## config.mk

```make
export PLATFORM = sky130hd
export DESIGN_NAME = epc_ctrl
export DESIGN_NICKNAME = d
export VERILOG_FILES = /design/src/hdl/epc_pkg.sv /design/src/hdl/epc_ctrl.sv
export SDC_FILE = /design/constraint.sdc
export NUM_CORES = 1
export LEC_CHECK = 0
export BUFFER_PORTS_ARGS = -buffer_cell sky130_fd_sc_hd__buf_2
export CORE_UTILIZATION = 47
export CTS_CLUSTER_SIZE = 16
export DETAILED_ROUTE_END_ITERATION = 12
export PLACE_DENSITY = 0.73
export SLEW_MARGIN = 20
export SYNTH_ARGS = -nofsm -noshare
export SYNTH_HDL_FRONTEND = slang
export SYNTH_SLANG_ARGS = --single-unit
export TNS_END_PERCENT = 50
```

## constraint.sdc

```tcl
create_clock -name clk -period 3.5 [get_ports clk]
set_input_delay 0.875 -clock clk [delete_from_list [all_inputs] [get_ports clk]]
set_output_delay 0.875 -clock clk [all_outputs]
set_load 0.05 [all_outputs]
```

## src/hdl/epc_pkg.sv

```systemverilog
// Shared constants, codes and controller/datapath bundles for the ensemble point correlation unit.
package epc_pkg;

	localparam int MAX_FIELDS  = 16;
	localparam int DIM         = 16;
	localparam int NPOINTS     = DIM * DIM * DIM;
	localparam int STORE_DEPTH = MAX_FIELDS * NPOINTS;

	localparam int SAMPLE_W = 32;
	localparam int PT_W     = $clog2(NPOINTS);
	localparam int FLD_W    = $clog2(MAX_FIELDS);
	localparam int ADDR_W   = $clog2(STORE_DEPTH);
	localparam int POS_W    = ADDR_W + 1;
	localparam int NF_W     = 5;
	localparam int CFG_IDX_W  = 2;
	localparam int CFG_DATA_W = 12;
	localparam int SUM_W    = SAMPLE_W + FLD_W;
	localparam int DEV_W    = SAMPLE_W + 1;
	localparam int PROD_W   = 2 * DEV_W;
	localparam int SQ_W     = 2 * DEV_W + FLD_W - 1;
	localparam int SXY_W    = SQ_W + 1;
	localparam int CORR_W   = 18;

	// divider / root unit widths
	localparam int DIV_W      = 64;
	localparam int DIV_Q_W    = 32;
	localparam int STEP_W     = 6;
	localparam int FRAC_BITS  = 17;
	localparam int CORR_LEAD  = 4;
	localparam int ROOT_W     = 31;
	localparam int HALF_W     = 7;
	localparam logic [STEP_W-1:0] STEPS_FULL = STEP_W'(DIV_Q_W);
	localparam logic [STEP_W-1:0] STEPS_CORR = STEP_W'(FRAC_BITS + CORR_LEAD);
	localparam logic [16:0] CORR_ONE = 17'd65536;

	// command operation codes
	localparam logic OP_LOAD  = 1'b0;
	localparam logic OP_QUERY = 1'b1;

	// configuration register indexes
	localparam logic [CFG_IDX_W-1:0] REG_NUM_FIELDS = 2'd0;
	localparam logic [CFG_IDX_W-1:0] REG_REF_INDEX  = 2'd1;

	localparam logic [NF_W-1:0] NUM_FIELDS_RST = 5'd16;
	localparam logic [PT_W-1:0] REF_INDEX_RST  = 12'd2184;

	// result status codes
	localparam logic [1:0] ST_OK       = 2'd0;
	localparam logic [1:0] ST_NOT_FULL = 2'd1;
	localparam logic [1:0] ST_ZERO_VAR = 2'd2;

	typedef enum logic [1:0] {
		DIV_MEAN_X = 2'd0,
		DIV_MEAN_Y = 2'd1,
		DIV_VAR    = 2'd2,
		DIV_CORR   = 2'd3
	} div_sel_t;

	typedef enum logic [1:0] {
		MUL_XX = 2'd0,
		MUL_YY = 2'd1,
		MUL_XY = 2'd2
	} mul_sel_t;

	typedef struct packed {
		logic     load;
		logic     q_start;
		logic     res_notfull;
		logic     addr_y;
		logic     acc_sx;
		logic     acc_sy;
		logic     fld_inc;
		logic     fld_clr;
		logic     div_go;
		div_sel_t div_sel;
		logic     cap_mx;
		logic     cap_my;
		logic     cap_dx;
		logic     cap_dy;
		logic     mul_en;
		mul_sel_t mul_sel;
		logic     acc_xx;
		logic     acc_yy;
		logic     acc_xy;
		logic     cap_var;
		logic     root_go;
		logic     root_sel;
		logic     cap_rx;
		logic     cap_ry;
		logic     mul_d;
		logic     cap_corr;
	} cmd_t;

	typedef struct packed {
		logic full;
		logic fld_last;
		logic div_busy;
		logic root_busy;
		logic zero_var;
	} sts_t;

endpackage

```

## src/hdl/epc_ctrl.sv

```systemverilog
// Command sequencer: loads, and for queries sums, means, deviation products, variance, roots, correlation.
module epc_ctrl (
	input  logic          clk,
	input  logic          arst_n,
	input  logic          start,
	input  logic          operation,
	input  epc_pkg::sts_t sts,
	output epc_pkg::cmd_t cmd,
	output logic          busy,
	output logic          done
);

	typedef enum logic [24:0] {
		S_IDLE = 25'b1 << 0,
		S_SUMX = 25'b1 << 1,
		S_SUMY = 25'b1 << 2,
		S_SUMA = 25'b1 << 3,
		S_MXGO = 25'b1 << 4,
		S_MXW  = 25'b1 << 5,
		S_MYGO = 25'b1 << 6,
		S_MYW  = 25'b1 << 7,
		S_DRX  = 25'b1 << 8,
		S_DRY  = 25'b1 << 9,
		S_DCAP = 25'b1 << 10,
		S_MXX  = 25'b1 << 11,
		S_MYY  = 25'b1 << 12,
		S_MXY  = 25'b1 << 13,
		S_MACC = 25'b1 << 14,
		S_VGO  = 25'b1 << 15,
		S_VW   = 25'b1 << 16,
		S_RXGO = 25'b1 << 17,
		S_RXW  = 25'b1 << 18,
		S_RYGO = 25'b1 << 19,
		S_RYW  = 25'b1 << 20,
		S_MULD = 25'b1 << 21,
		S_CGO  = 25'b1 << 22,
		S_CW   = 25'b1 << 23,
		S_OUT  = 25'b1 << 24
	} state_t;

	state_t state_q;
	state_t state_d;

	always_comb begin
		cmd     = '0;
		state_d = state_q;
		unique case (state_q)
			S_IDLE: begin
				if (start) begin
					if (operation == epc_pkg::OP_LOAD) begin
						cmd.load = 1'b1;
					end else if (!sts.full) begin
						cmd.res_notfull = 1'b1;
						state_d = S_OUT;
					end else begin
						cmd.q_start = 1'b1;
						state_d = S_SUMX;
					end
				end
			end
			S_SUMX: state_d = S_SUMY;
			S_SUMY: begin
				cmd.addr_y = 1'b1;
				cmd.acc_sx = 1'b1;
				state_d = S_SUMA;
			end
			S_SUMA: begin
				cmd.acc_sy = 1'b1;
				if (sts.fld_last) begin
					state_d = S_MXGO;
				end else begin
					cmd.fld_inc = 1'b1;
					state_d = S_SUMX;
				end
			end
			S_MXGO: begin
				cmd.div_go  = 1'b1;
				cmd.div_sel = epc_pkg::DIV_MEAN_X;
				state_d = S_MXW;
			end
			S_MXW: begin
				cmd.div_sel = epc_pkg::DIV_MEAN_X;
				if (!sts.div_busy) begin
					cmd.cap_mx = 1'b1;
					state_d = S_MYGO;
				end
			end
			S_MYGO: begin
				cmd.div_go  = 1'b1;
				cmd.div_sel = epc_pkg::DIV_MEAN_Y;
				state_d = S_MYW;
			end
			S_MYW: begin
				cmd.div_sel = epc_pkg::DIV_MEAN_Y;
				if (!sts.div_busy) begin
					cmd.cap_my  = 1'b1;
					cmd.fld_clr = 1'b1;
					state_d = S_DRX;
				end
			end
			S_DRX: state_d = S_DRY;
			S_DRY: begin
				cmd.addr_y = 1'b1;
				cmd.cap_dx = 1'b1;
				state_d = S_DCAP;
			end
			S_DCAP: begin
				cmd.cap_dy = 1'b1;
				state_d = S_MXX;
			end
			S_MXX: begin
				cmd.mul_en  = 1'b1;
				cmd.mul_sel = epc_pkg::MUL_XX;
				state_d = S_MYY;
			end
			S_MYY: begin
				cmd.acc_xx  = 1'b1;
				cmd.mul_en  = 1'b1;
				cmd.mul_sel = epc_pkg::MUL_YY;
				state_d = S_MXY;
			end
			S_MXY: begin
				cmd.acc_yy  = 1'b1;
				cmd.mul_en  = 1'b1;
				cmd.mul_sel = epc_pkg::MUL_XY;
				state_d = S_MACC;
			end
			S_MACC: begin
				cmd.acc_xy = 1'b1;
				if (sts.fld_last) begin
					state_d = S_VGO;
				end else begin
					cmd.fld_inc = 1'b1;
					state_d = S_DRX;
				end
			end
			S_VGO: begin
				cmd.div_go  = 1'b1;
				cmd.div_sel = epc_pkg::DIV_VAR;
				state_d = S_VW;
			end
			S_VW: begin
				cmd.div_sel = epc_pkg::DIV_VAR;
				if (!sts.div_busy) begin
					cmd.cap_var = 1'b1;
					state_d = sts.zero_var ? S_OUT : S_RXGO;
				end
			end
			S_RXGO: begin
				cmd.root_go = 1'b1;
				state_d = S_RXW;
			end
			S_RXW: begin
				if (!sts.root_busy) begin
					cmd.cap_rx = 1'b1;
					state_d = S_RYGO;
				end
			end
			S_RYGO: begin
				cmd.root_go  = 1'b1;
				cmd.root_sel = 1'b1;
				state_d = S_RYW;
			end
			S_RYW: begin
				if (!sts.root_busy) begin
					cmd.cap_ry = 1'b1;
					state_d = S_MULD;
				end
			end
			S_MULD: begin
				cmd.mul_d = 1'b1;
				state_d = S_CGO;
			end
			S_CGO: begin
				cmd.div_go  = 1'b1;
				cmd.div_sel = epc_pkg::DIV_CORR;
				state_d = S_CW;
			end
			S_CW: begin
				cmd.div_sel = epc_pkg::DIV_CORR;
				if (!sts.div_busy) begin
					cmd.cap_corr = 1'b1;
					state_d = S_OUT;
				end
			end
			S_OUT: state_d = S_IDLE;
			default: state_d = S_IDLE;
		endcase
	end

	always_ff @(posedge clk or negedge arst_n) begin
		if (!arst_n) begin
			state_q <= S_IDLE;
		end else begin
			state_q <= state_d;
		end
	end

	assign busy = (state_q != S_IDLE);
	assign done = (state_q == S_OUT);

endmodule

```

==> impl_metrics.tcl, run 1 <==
set metrics [dict create \
    wl_per_cell_um 15.9 \
    clock_tree.root_cell "sky130_fd_sc_hd__clkbuf_4" \
    largest_register_ffs 25 \
    multi_input_logic_area_mm2 0.00113 \
    dp_slack_ps 122 \
    registers.top_by_ff_count "state_q" \
    synth-seq-cells 25 \
    netlist_instances 186 \
    cts_buffers 3 \
    report.final.hold_viol_count 0 \
    finalCriticalPeriod_ps 3500 \
    grt_antenna_before_repair 0 \
    worstPathArrival_ps 2620 \
    cts-hold-fix-buffers 0 \
    grt_first_pass_wirelength_mm 7.30 \
    most-common-layout-cells "sky130_fd_sc_hd__buf_2, sky130_fd_sc_hd__dfrtp_1, sky130_fd_sc_hd__buf_4, sky130_fd_sc_hd__nor2_1, sky130_fd_sc_hd__nand2_1" \
    antenna_cells_inserted 0 \
    worst_setup_path_startpoint "state_q[17]$_DFFE_PN0P_" \
    drt_first_iter_violations 92 \
    layout-drive-gt1-share_pct 41.1 \
    timing.critical_path.cells "or3_4 -> or2_4 -> or3_4 -> nor2_4 -> inv_4 -> or2_4 -> nor2_4 -> buf_8" \
    yosysSeqAreaShare_pct 36.9 \
    floorplan.initialDensity_pct 50.1 \
    tritoncts "done" \
    clkLatencyLatePin_ps 320 \
    die-area_mm2 0.00386 \
    worst_case_clock_buffer_depth 2 \
    worst_hold_path_type "in -> async" \
    top_level_ports 39 \
    die_x_um 62.1 \
    critPathSlowestCell "sky130_fd_sc_hd__dfrtp_1" \
    max-cap-violations 0 \
    final_nets 246 \
    async_flop_share_pct 100 \
    finalCritPeriodShare_pct 99.9 \
    io_buffers 38 \
    cts_num_sinks 25 \
    cell_area_power_density_mw_per_mm2 558 \
    mostFrequentLayoutCell "sky130_fd_sc_hd__buf_2" \
    post_synthesis_area_per_instance_um2 9.13 \
    skew_ps 7.23 \
    synthFlopType "sky130_fd_sc_hd__dfrtp_1" \
    synth_top_cell_by_area "sky130_fd_sc_hd__dfrtp_1" \
    post_drt_via_cell_ratio 5.93 \
    routed_wl_mm 4.49 \
    crit_path_max_fanout 7 \
    htree_depth 1 \
    rsz0062_at_grt "true" \
    critical_path.endpoint_type "output pin" \
    die_height_um 62.1 \
    reg_to_reg_endpoint "state_q[24]$_DFFE_PN0P_" \
    synth.top_cells.by_area "sky130_fd_sc_hd__dfrtp_1, sky130_fd_sc_hd__nor2_1, sky130_fd_sc_hd__nor4_1, sky130_fd_sc_hd__nor3b_1, sky130_fd_sc_hd__nor3_1" \
    area.growth.synth_to_final_pct 31.2 \
    timing.final.setup_violations 0 \
    std_cell_rows 21 \
    seqCellArea_um2 628 \
    overall_via_count_from_detail_route 1671 \
    total_leakage_power_nw 1.06 \
    worst_r2r_startpoint "state_q[7]$_DFFE_PN0P_" \
    detailedPlacementHpwl_mm 3.36 \
    max_clock_freq_mhz 286 \
    finalPower_w 0.00124 \
    finalMaxSlewViolations 0 \
    track_usage_pct 23.7 \
    crit_path_setup_slack_layout_ps 2.17 \
    worst_r2r_path_depth 7 \
    vdd_drop_max_mv 0.411 \
    worstMarginPinSlew_ps 662 \
    drt_pre_antenna_iters 4 \
    cpPeakStageDelay_ps 450 \
    timing.critical_path.required_ps 2620 \
    cell_area_after_synthesis_mm2 0.00170 \
    syn_nets 195 \
    start_kind "register" \
    drc 0 \
    globalRouteOverflowTotal 0 \
    timing.setup.tns_ps 0 \
    largestRegisters "state_q x25" \
    clkTransAtPathRegs_ps 140 \
    synthDominantCellAreaShare_pct 35.4 \
    grt_start_max_net_pins 26 \
    yosysUniqueCellTypes 52 \
    synth_edf_count 0 \
    via_count_of_the_first_global_routing_pass 1521 \
    maxSlewHeadroom_pct 55.2 \
    outcome "completed" \
    class_of_the_most_critical_setup_path "reg -> out" \
    worst_setup_ep "cmd[25]" \
    fillerInstances 293 \
    drt.antenna.violating_nets 0 \
    core_area_mm2 0.00339 \
    gp_congestion 0.847 \
    setup.reg_to_reg.worst_slack_ps 860 \
    synth-warning-count 0 \
]
[worst max-delay path: cells and delay by family (launching register included)]
family | cells | cell delay (ps)
flip-flops | 1 | 450
AND/OR/NAND/NOR | 6 | 1630
buffers and inverters | 2 | 220
[cell families (layout without fill, tap and decap cells)]
| kind of cell | Yosys count | in the layout | share of synthesized area, % |
|---|---|---|---|
| AOI/OAI and AO/OA | 17 | 17 | 9.80 |
| xor gates and xnor gates | 7 | 7 | 3.61 |
| buffers and inverters | 17 | 67 | 5.38 |
| DFF | 25 | 25 | 36.9 |
| muxes | 3 | 3 | 1.77 |
| and+or+nand+nor | 117 | 117 | 42.5 |
[routing by layer]
layer	vias to the layer above	global-route usage, %	share of wire (%)
met2	60	40.5	50
met4	0	4.36	1.5
met5	-	0	0
li1	799	-	-
met3	8	3.86	5.3
met1	804	31.9	43
[per-stage QoR]
stage,area (um2),utilization (%),instances,hold WS (ps)
2_1_floorplan,1760,-,186,486
3_3_place_gp,2020,59.7,271,513
3_5_place_dp,2020,59.7,271,520
4_1_cts,2130,62.9,278,542
5_1_grt,2230,65.7,282,549
6_report,2230,65.7,282,519
[Yosys cell counts (all sizes together) (4+ instances only)]
cell type   n
dfrtp      24
nand3       6
xnor2       4
buf         6
or3         7
nor3b       7
or2         4
inv         7
or4         6
nand2b      6
nand4       5
nand2      12
clkbuf      4
nor2       24
nor4       14
nor3       10
[how the worst min path moves through the flow]
stage	to
3_3_place_gp	state_q[14]$_DFFE_PN0P_
4_1_cts	state_q[14]$_DFFE_PN0P_
6_report	state_q[14]$_DFFE_PN0P_
3_5_place_dp	state_q[14]$_DFFE_PN0P_
2_1_floorplan	state_q[23]$_DFFE_PN0P_
5_1_grt	state_q[14]$_DFFE_PN0P_
[where the power goes]
part | internal, W | switching (W) | leakage [nW]
Sequential | 0.000314 | 0.0000403 | 0.343
Combinational | 0.000300 | 0.000455 | 0.701
Clock | 0.0000446 | 0.0000893 | 0.0150
Total | 0.000659 | 0.000584 | 1.06
[repair_timing]
action | in CTS | in global routing
pin swaps | 2 | 4
buffers inserted | 3 | 4
endpoints found under the hold margin | 0 | 0
setup endpoints to repair | 16 | 16
resized for setup | 13 | 23
[layout make-up]
class                           instances  area share (%)
Sequential cell                        25            28.2
Tap cell                               46            2.58
Timing Repair Buffer                   56            16.2
Inverter                                7            1.29
Clock buffer                            4            1.18
Multi-Input combinational cell        144            50.5
No activity file was read; power rests on OpenSTA's default activity.
==> run 2: changes to the inputs <==
- SETUP_SLACK_MARGIN: default -> 0.1
==> run 2 against run 1 <==
Clock power barely moved. Sequential power fell by 1%. Cell area rose by 5.1%. First-iteration DRC count rose by 6.5%. Non-clock buffer count rose by 6. Global-route usage barely moved. Setup slack improved by 120 ps. Largest power group unchanged. Fmax rose by 3.5%.
==> impl_metrics.tcl, run 2 (synthesis gave the netlist of run 1 again) <==
set metrics [dict create \
    outcome "completed" \
    drt_pre_antenna_iters 4 \
    grt_antenna_before_repair 0 \
    start_kind "register" \
    timing.critical_path.required_ps 2620 \
    die-area_mm2 0.00386 \
    share_seq_of_total_power_pct 28.1 \
    class_of_the_most_critical_setup_path "reg -> out" \
    switching_share_pct 46.9 \
    cts_buffers 3 \
    cpPeakStageDelay_ps 540 \
    track_usage_pct 23.8 \
    cts-hold-fix-buffers 0 \
    combinational_group_share_of_total_power_pct 61.5 \
    worst_r2r_path_depth 8 \
    int_power_w 0.000663 \
    grt_first_pass_wirelength_mm 7.24 \
    grt_start_max_net_pins 26 \
    path_delay_family "simple AND/OR/NAND/NOR gates" \
    gp_congestion 0.861 \
    floorplan.initialDensity_pct 50.1 \
    seqCellArea_um2 636 \
    worstMarginPinSlew_ps 574 \
    largest_register_ffs 25 \
    report.final.hold_viol_count 0 \
    die_x_um 62.1 \
    die_height_um 62.1 \
    finalCriticalPeriod_ps 3380 \
    largestRegisters "state_q x25" \
    wl_per_cell_um 15.6 \
    detailedPlacementHpwl_mm 3.27 \
    drc 0 \
    clkLatencyLatePin_ps 320 \
    holdWs_ps 532 \
    registers.top_by_ff_count "state_q" \
    critPathSlowestCell "sky130_fd_sc_hd__or4_4" \
    std_cell_rows 21 \
    net-switching-power_w 0.000586 \
    antenna_cells_inserted 0 \
    top_level_ports 39 \
    via_count_of_the_first_global_routing_pass 1506 \
    clock_power_share_pct 10.5 \
    fillerInstances 276 \
    worstPathArrival_ps 2500 \
    setup.reg_to_reg.worst_slack_ps 850 \
    clkTransAtPathRegs_ps 130 \
    max-cap-violations 0 \
    io_buffers 38 \
    cell_area_power_density_mw_per_mm2 534 \
    critPathBufInv 1 \
    timing.critical_path.cells "or3_4 -> or2_4 -> or4_4 -> o311ai_4 -> buf_6" \
    globalRouteOverflowTotal 0 \
    vdd_drop_max_mv 0.360 \
    total_leakage_power_nw 1.10 \
    layout-drive-gt1-share_pct 45.9 \
    worst_hold_path_type "in -> async" \
    cts_num_sinks 25 \
    finalCritPeriodShare_pct 96.6 \
    drt_first_iter_violations 98 \
    final_nets 252 \
    timing.final.setup_violations 0 \
    critical_path.endpoint_type "output pin" \
    skew_ps 4.53 \
    most-common-layout-cells "sky130_fd_sc_hd__buf_4, sky130_fd_sc_hd__buf_2, sky130_fd_sc_hd__nor2_1, sky130_fd_sc_hd__dfrtp_1, sky130_fd_sc_hd__nand2_1" \
    finalMaxSlewViolations 0 \
    core_area_mm2 0.00339 \
    timing.setup.tns_ps 0 \
    routed_wl_mm 4.50 \
    drt.antenna.violating_nets 0 \
    max_clock_freq_mhz 296 \
    post_drt_via_cell_ratio 5.77 \
    worst_case_clock_buffer_depth 2 \
    area.growth.synth_to_final_pct 37.9 \
    clock_tree.root_cell "sky130_fd_sc_hd__clkbuf_4" \
    reg_to_reg_endpoint "state_q[0]$_DFFE_PN1P_" \
    worst_r2r_startpoint "state_q[7]$_DFFE_PN0P_" \
    multi_input_logic_area_mm2 0.00115 \
    mostFrequentLayoutCell "sky130_fd_sc_hd__buf_4" \
    tritoncts "done" \
    maxSlewHeadroom_pct 61.1 \
    htree_depth 1 \
    rsz0062_at_grt "true" \
    finalPower_w 0.00125 \
    crit_path_max_fanout 5 \
    overall_via_count_from_detail_route 1662 \
]
-- run 2: cell count changes in the layout (fill, tap and decap cells not counted), sizes merged --
| cell | before | now |
|---|---|---|
| buf | 51 | 59 |
| clkbuf | 9 | 7 |
-- run 2: worst max-delay path by stage --
stage / start / to / cells past startpoint
global route: state_q[18]$_DFFE_PN0P_ / cmd[9] / 7
floorplan: state_q[17]$_DFFE_PN0P_ / cmd[24] / 7
detailed placement: state_q[17]$_DFFE_PN0P_ / cmd[19] / 5
CTS: state_q[18]$_DFFE_PN0P_ / cmd[6] / 7
finish: state_q[16]$_DFFE_PN0P_ / cmd[19] / 5
global placement: state_q[17]$_DFFE_PN0P_ / cmd[19] / 5
-- run 2: power groups by stage --
stage	Combinational, W	Clock [W]	Sequential [W]
after global routing	0.000821	0.000148	0.000353
final	0.000768	0.000131	0.000350
after detailed placement	0.000630	0	0.000349
after CTS	0.000689	0.000136	0.000347
after floorplan	0.000481	0	0.000344
after global placement	0.000629	0	0.000349
-- run 2: cell type report --
type	count	share of cell area [%]
Clock buffer	4	1.12
Tap cell	46	2.46
Inverter	7	1.23
Timing Repair Buffer	62	18.8
Sequential cell	25	27.2
Multi-Input combinational cell	144	49.3
-- run 2: metrics by stage --
step	instances	cell area, um2	setup slack (ps)	utilization, %
finish	288	2340	120	69.1
CTS	280	2190	92.9	64.7
detailed placement	270	2020	213	59.6
global placement	270	2020	210	59.6
floorplan	186	1770	-448	-
global route	288	2340	15.4	69.1
-- run 2: per-layer routing --
layer / wire length, um / part of all wire, % / track usage, % / up-vias
met1: 1980 / 44 / 32.5 / 808
met5: 0 / 0 / 0 / -
li1: - / - / - / 806
met4: 40 / 0.89 / 5.52 / 0
met3: 230 / 5.1 / 4.23 / 4
met2: 2250 / 50 / 39.1 / 44
-- run 2: what timing repair did --
action                                  CTS  global route
pin swaps                                 2             5
gates resized for setup                  30            24
setup buffers                             6             8
endpoints found under the hold margin     0             0
endpoints found under the setup margin   21            26
==> run 3: changes to the inputs <==
- CORE_MARGIN: default -> 4
- CTS_BUF_LIST: default -> sky130_fd_sc_hd__clkbuf_4 sky130_fd_sc_hd__clkbuf_8 sky130_fd_sc_hd__clkbuf_16
==> run 3 against run 2 <==
Count of clock-buffer cells in the layout did not move. Sequential power about the same. First-iteration DRC count is 15% higher. Combinational power down 0.9%. Clock skew is 6.0 ps higher. Cell area decreased by 0.32%. Flip-flop and latch count is the same. Setup slack lost 8.1 ps. Non-clock buffer count up 2.
==> impl_metrics.tcl, run 3 (synthesis gave the netlist of run 1 again) <==
set metrics [dict create \
    cell_area_power_density_mw_per_mm2 536 \
    mostFrequentLayoutCell "sky130_fd_sc_hd__buf_4" \
    drc 0 \
    holdWs_ps 518 \
    skew_ps 10.6 \
    fillerInstances 286 \
    die-area_mm2 0.00464 \
    via_count_of_the_first_global_routing_pass 1511 \
    drt_pre_antenna_iters 4 \
    worst_r2r_path_depth 8 \
    globalRouteOverflowTotal 0 \
    finalCritPeriodShare_pct 96.8 \
    post_drt_via_cell_ratio 5.74 \
    io_buffers 38 \
    report.final.hold_viol_count 0 \
    overall_via_count_from_detail_route 1665 \
    rsz0062_at_grt "true" \
    critPathSlowestCell "sky130_fd_sc_hd__or4_4" \
    timing.critical_path.cells "nor4_4 -> nand4_2 -> nand2b_1 -> or4_4 -> nor3b_1 -> buf_4" \
    cpPeakStageDelay_ps 500 \
    wl_per_cell_um 16.4 \
    multi_input_logic_area_mm2 0.00114 \
    largest_register_ffs 25 \
    path_delay_family "simple AND/OR/NAND/NOR gates" \
    area.growth.synth_to_final_pct 37.4 \
    std_cell_rows 21 \
    drt.antenna.violating_nets 0 \
    antenna_cells_inserted 0 \
    final_nets 254 \
    seqCellArea_um2 632 \
    critical_path.endpoint_type "output pin" \
    max-cap-violations 0 \
    max_clock_freq_mhz 295 \
    crit_path_max_fanout 6 \
    layout-drive-gt1-share_pct 45.1 \
    timing.critical_path.required_ps 2620 \
    tritoncts "done" \
    cp.depth 6 \
    grt_start_max_net_pins 26 \
    worst_hold_path_type "in -> async" \
    total_leakage_power_nw 1.12 \
    clkTransAtPathRegs_ps 140 \
    vdd_drop_max_mv 0.277 \
    htree_depth 1 \
    track_usage_pct 20.2 \
    cts_num_sinks 25 \
    registers.top_by_ff_count "state_q" \
    worstPathArrival_ps 2510 \
    finalCriticalPeriod_ps 3390 \
    grt_antenna_before_repair 0 \
    cts_buffers 3 \
    maxSlewHeadroom_pct 62.2 \
    grt_first_pass_wirelength_mm 7.02 \
    clock_tree.root_cell "sky130_fd_sc_hd__clkbuf_4" \
    top_level_ports 39 \
    clkLatencyLatePin_ps 330 \
    core_area_mm2 0.00342 \
    start_kind "register" \
    critPathBufInv 1 \
    largestRegisters "state_q x25" \
    timing.final.setup_violations 0 \
    cts-hold-fix-buffers 0 \
    floorplan.initialDensity_pct 49.7 \
    final_cell_count_no_fill 290 \
    gp_congestion 0.946 \
    dp.cells 273 \
    detailedPlacementHpwl_mm 3.45 \
    finalMaxSlewViolations 0 \
    routed_wl_mm 4.76 \
    die_x_um 68.1 \
    class_of_the_most_critical_setup_path "reg -> out" \
    worst_case_clock_buffer_depth 2 \
    outcome "completed" \
    worstMarginPinSlew_ps 558 \
    drt_first_iter_violations 113 \
    die_height_um 68.1 \
    most-common-layout-cells "sky130_fd_sc_hd__buf_4, sky130_fd_sc_hd__buf_2, sky130_fd_sc_hd__dfrtp_1, sky130_fd_sc_hd__nor2_1, sky130_fd_sc_hd__nand2_1" \
]
==> run 3: cell types whose count changed in the layout (fill, tap and decap cells not counted), moves of 2 or more <==
cell	before	now
sky130_fd_sc_hd__buf_4	32	36
sky130_fd_sc_hd__dfrtp_1	17	20
sky130_fd_sc_hd__dfrtp_2	7	4
sky130_fd_sc_hd__nor2_2	4	6
sky130_fd_sc_hd__nor3b_1	3	5
sky130_fd_sc_hd__nor3b_2	2	0
==> run 3: worst register-to-register path, stage by stage (launching register included) <==
cell and delay [ps]:
sky130_fd_sc_hd__dfstp_2 620, sky130_fd_sc_hd__nor3_2 80, sky130_fd_sc_hd__buf_4 150, sky130_fd_sc_hd__nand4_1 150, sky130_fd_sc_hd__buf_4 160, sky130_fd_sc_hd__nor3_1 60
sky130_fd_sc_hd__or4_1 560, sky130_fd_sc_hd__or4b_1 520, sky130_fd_sc_hd__o41ai_1 270
==> run 3: what timing repair did <==
| action | CTS | global route |
|---|---|---|
| setup endpoints to repair | 21 | 24 |
| setup buffers | 5 | 8 |
| resized for setup | 23 | 26 |
| pin swaps | 4 | 4 |
==> run 3: final timing paths <==
kind | to | from | slack, ps
setup / recovery | cmd[9] | state_q[18]$_DFFE_PN0P_ | 110
hold / removal | state_q[13]$_DFFE_PN0P_ | arst_n | 520
setup reg to reg | state_q[0]$_DFFE_PN1P_ | state_q[0]$_DFFE_PN1P_ | 830
hold reg to reg | state_q[14]$_DFFE_PN0P_ | state_q[12]$_DFFE_PN0P_ | 530
max in group asynchronous | state_q[18]$_DFFE_PN0P_ | arst_n | 2560
min in group clk | state_q[14]$_DFFE_PN0P_ | state_q[12]$_DFFE_PN0P_ | 530
==> run 3: per-stage QoR <==
step / utilization, % / cell area, um2 / worst slack (ps) / power (W) / TNS (ps)
after global placement: 59.8 / 2040 / 312 / 0.000983 / 0
final: 68.3 / 2330 / 112 / 0.00125 / 0
after CTS: 64.2 / 2190 / 40.2 / 0.00118 / 0
after detailed placement: 59.8 / 2040 / 265 / 0.000985 / 0
after global routing: 68.3 / 2330 / 10.7 / 0.00132 / 0
after floorplan: - / 1770 / -448 / 0.000824 / -1530
==> run 3: per-layer routing <==
layer	global-route usage (%)	routed length, um
met5	0	0
met3	4.11	293
met2	34.3	2390
met1	27.0	2060
met4	2.73	19
==> run 3: area by class of cell <==
type,instances,area share [%]
sequential,25,27.1
timing repair buffer,64,19.2
clock buffer,4,1.29
inverter,7,1.13
tap,46,2.47
multi-input combinational,144,48.8
==> run 3: power breakdown <==
| part | leakage [nW] | switching [W] | internal, W |
|---|---|---|---|
| clock | 0.0184 | 0.0000894 | 0.0000524 |
| sequential | 0.338 | 0.0000330 | 0.000314 |
| combinational | 0.762 | 0.000451 | 0.000309 |
| total | 1.12 | 0.000574 | 0.000676 |
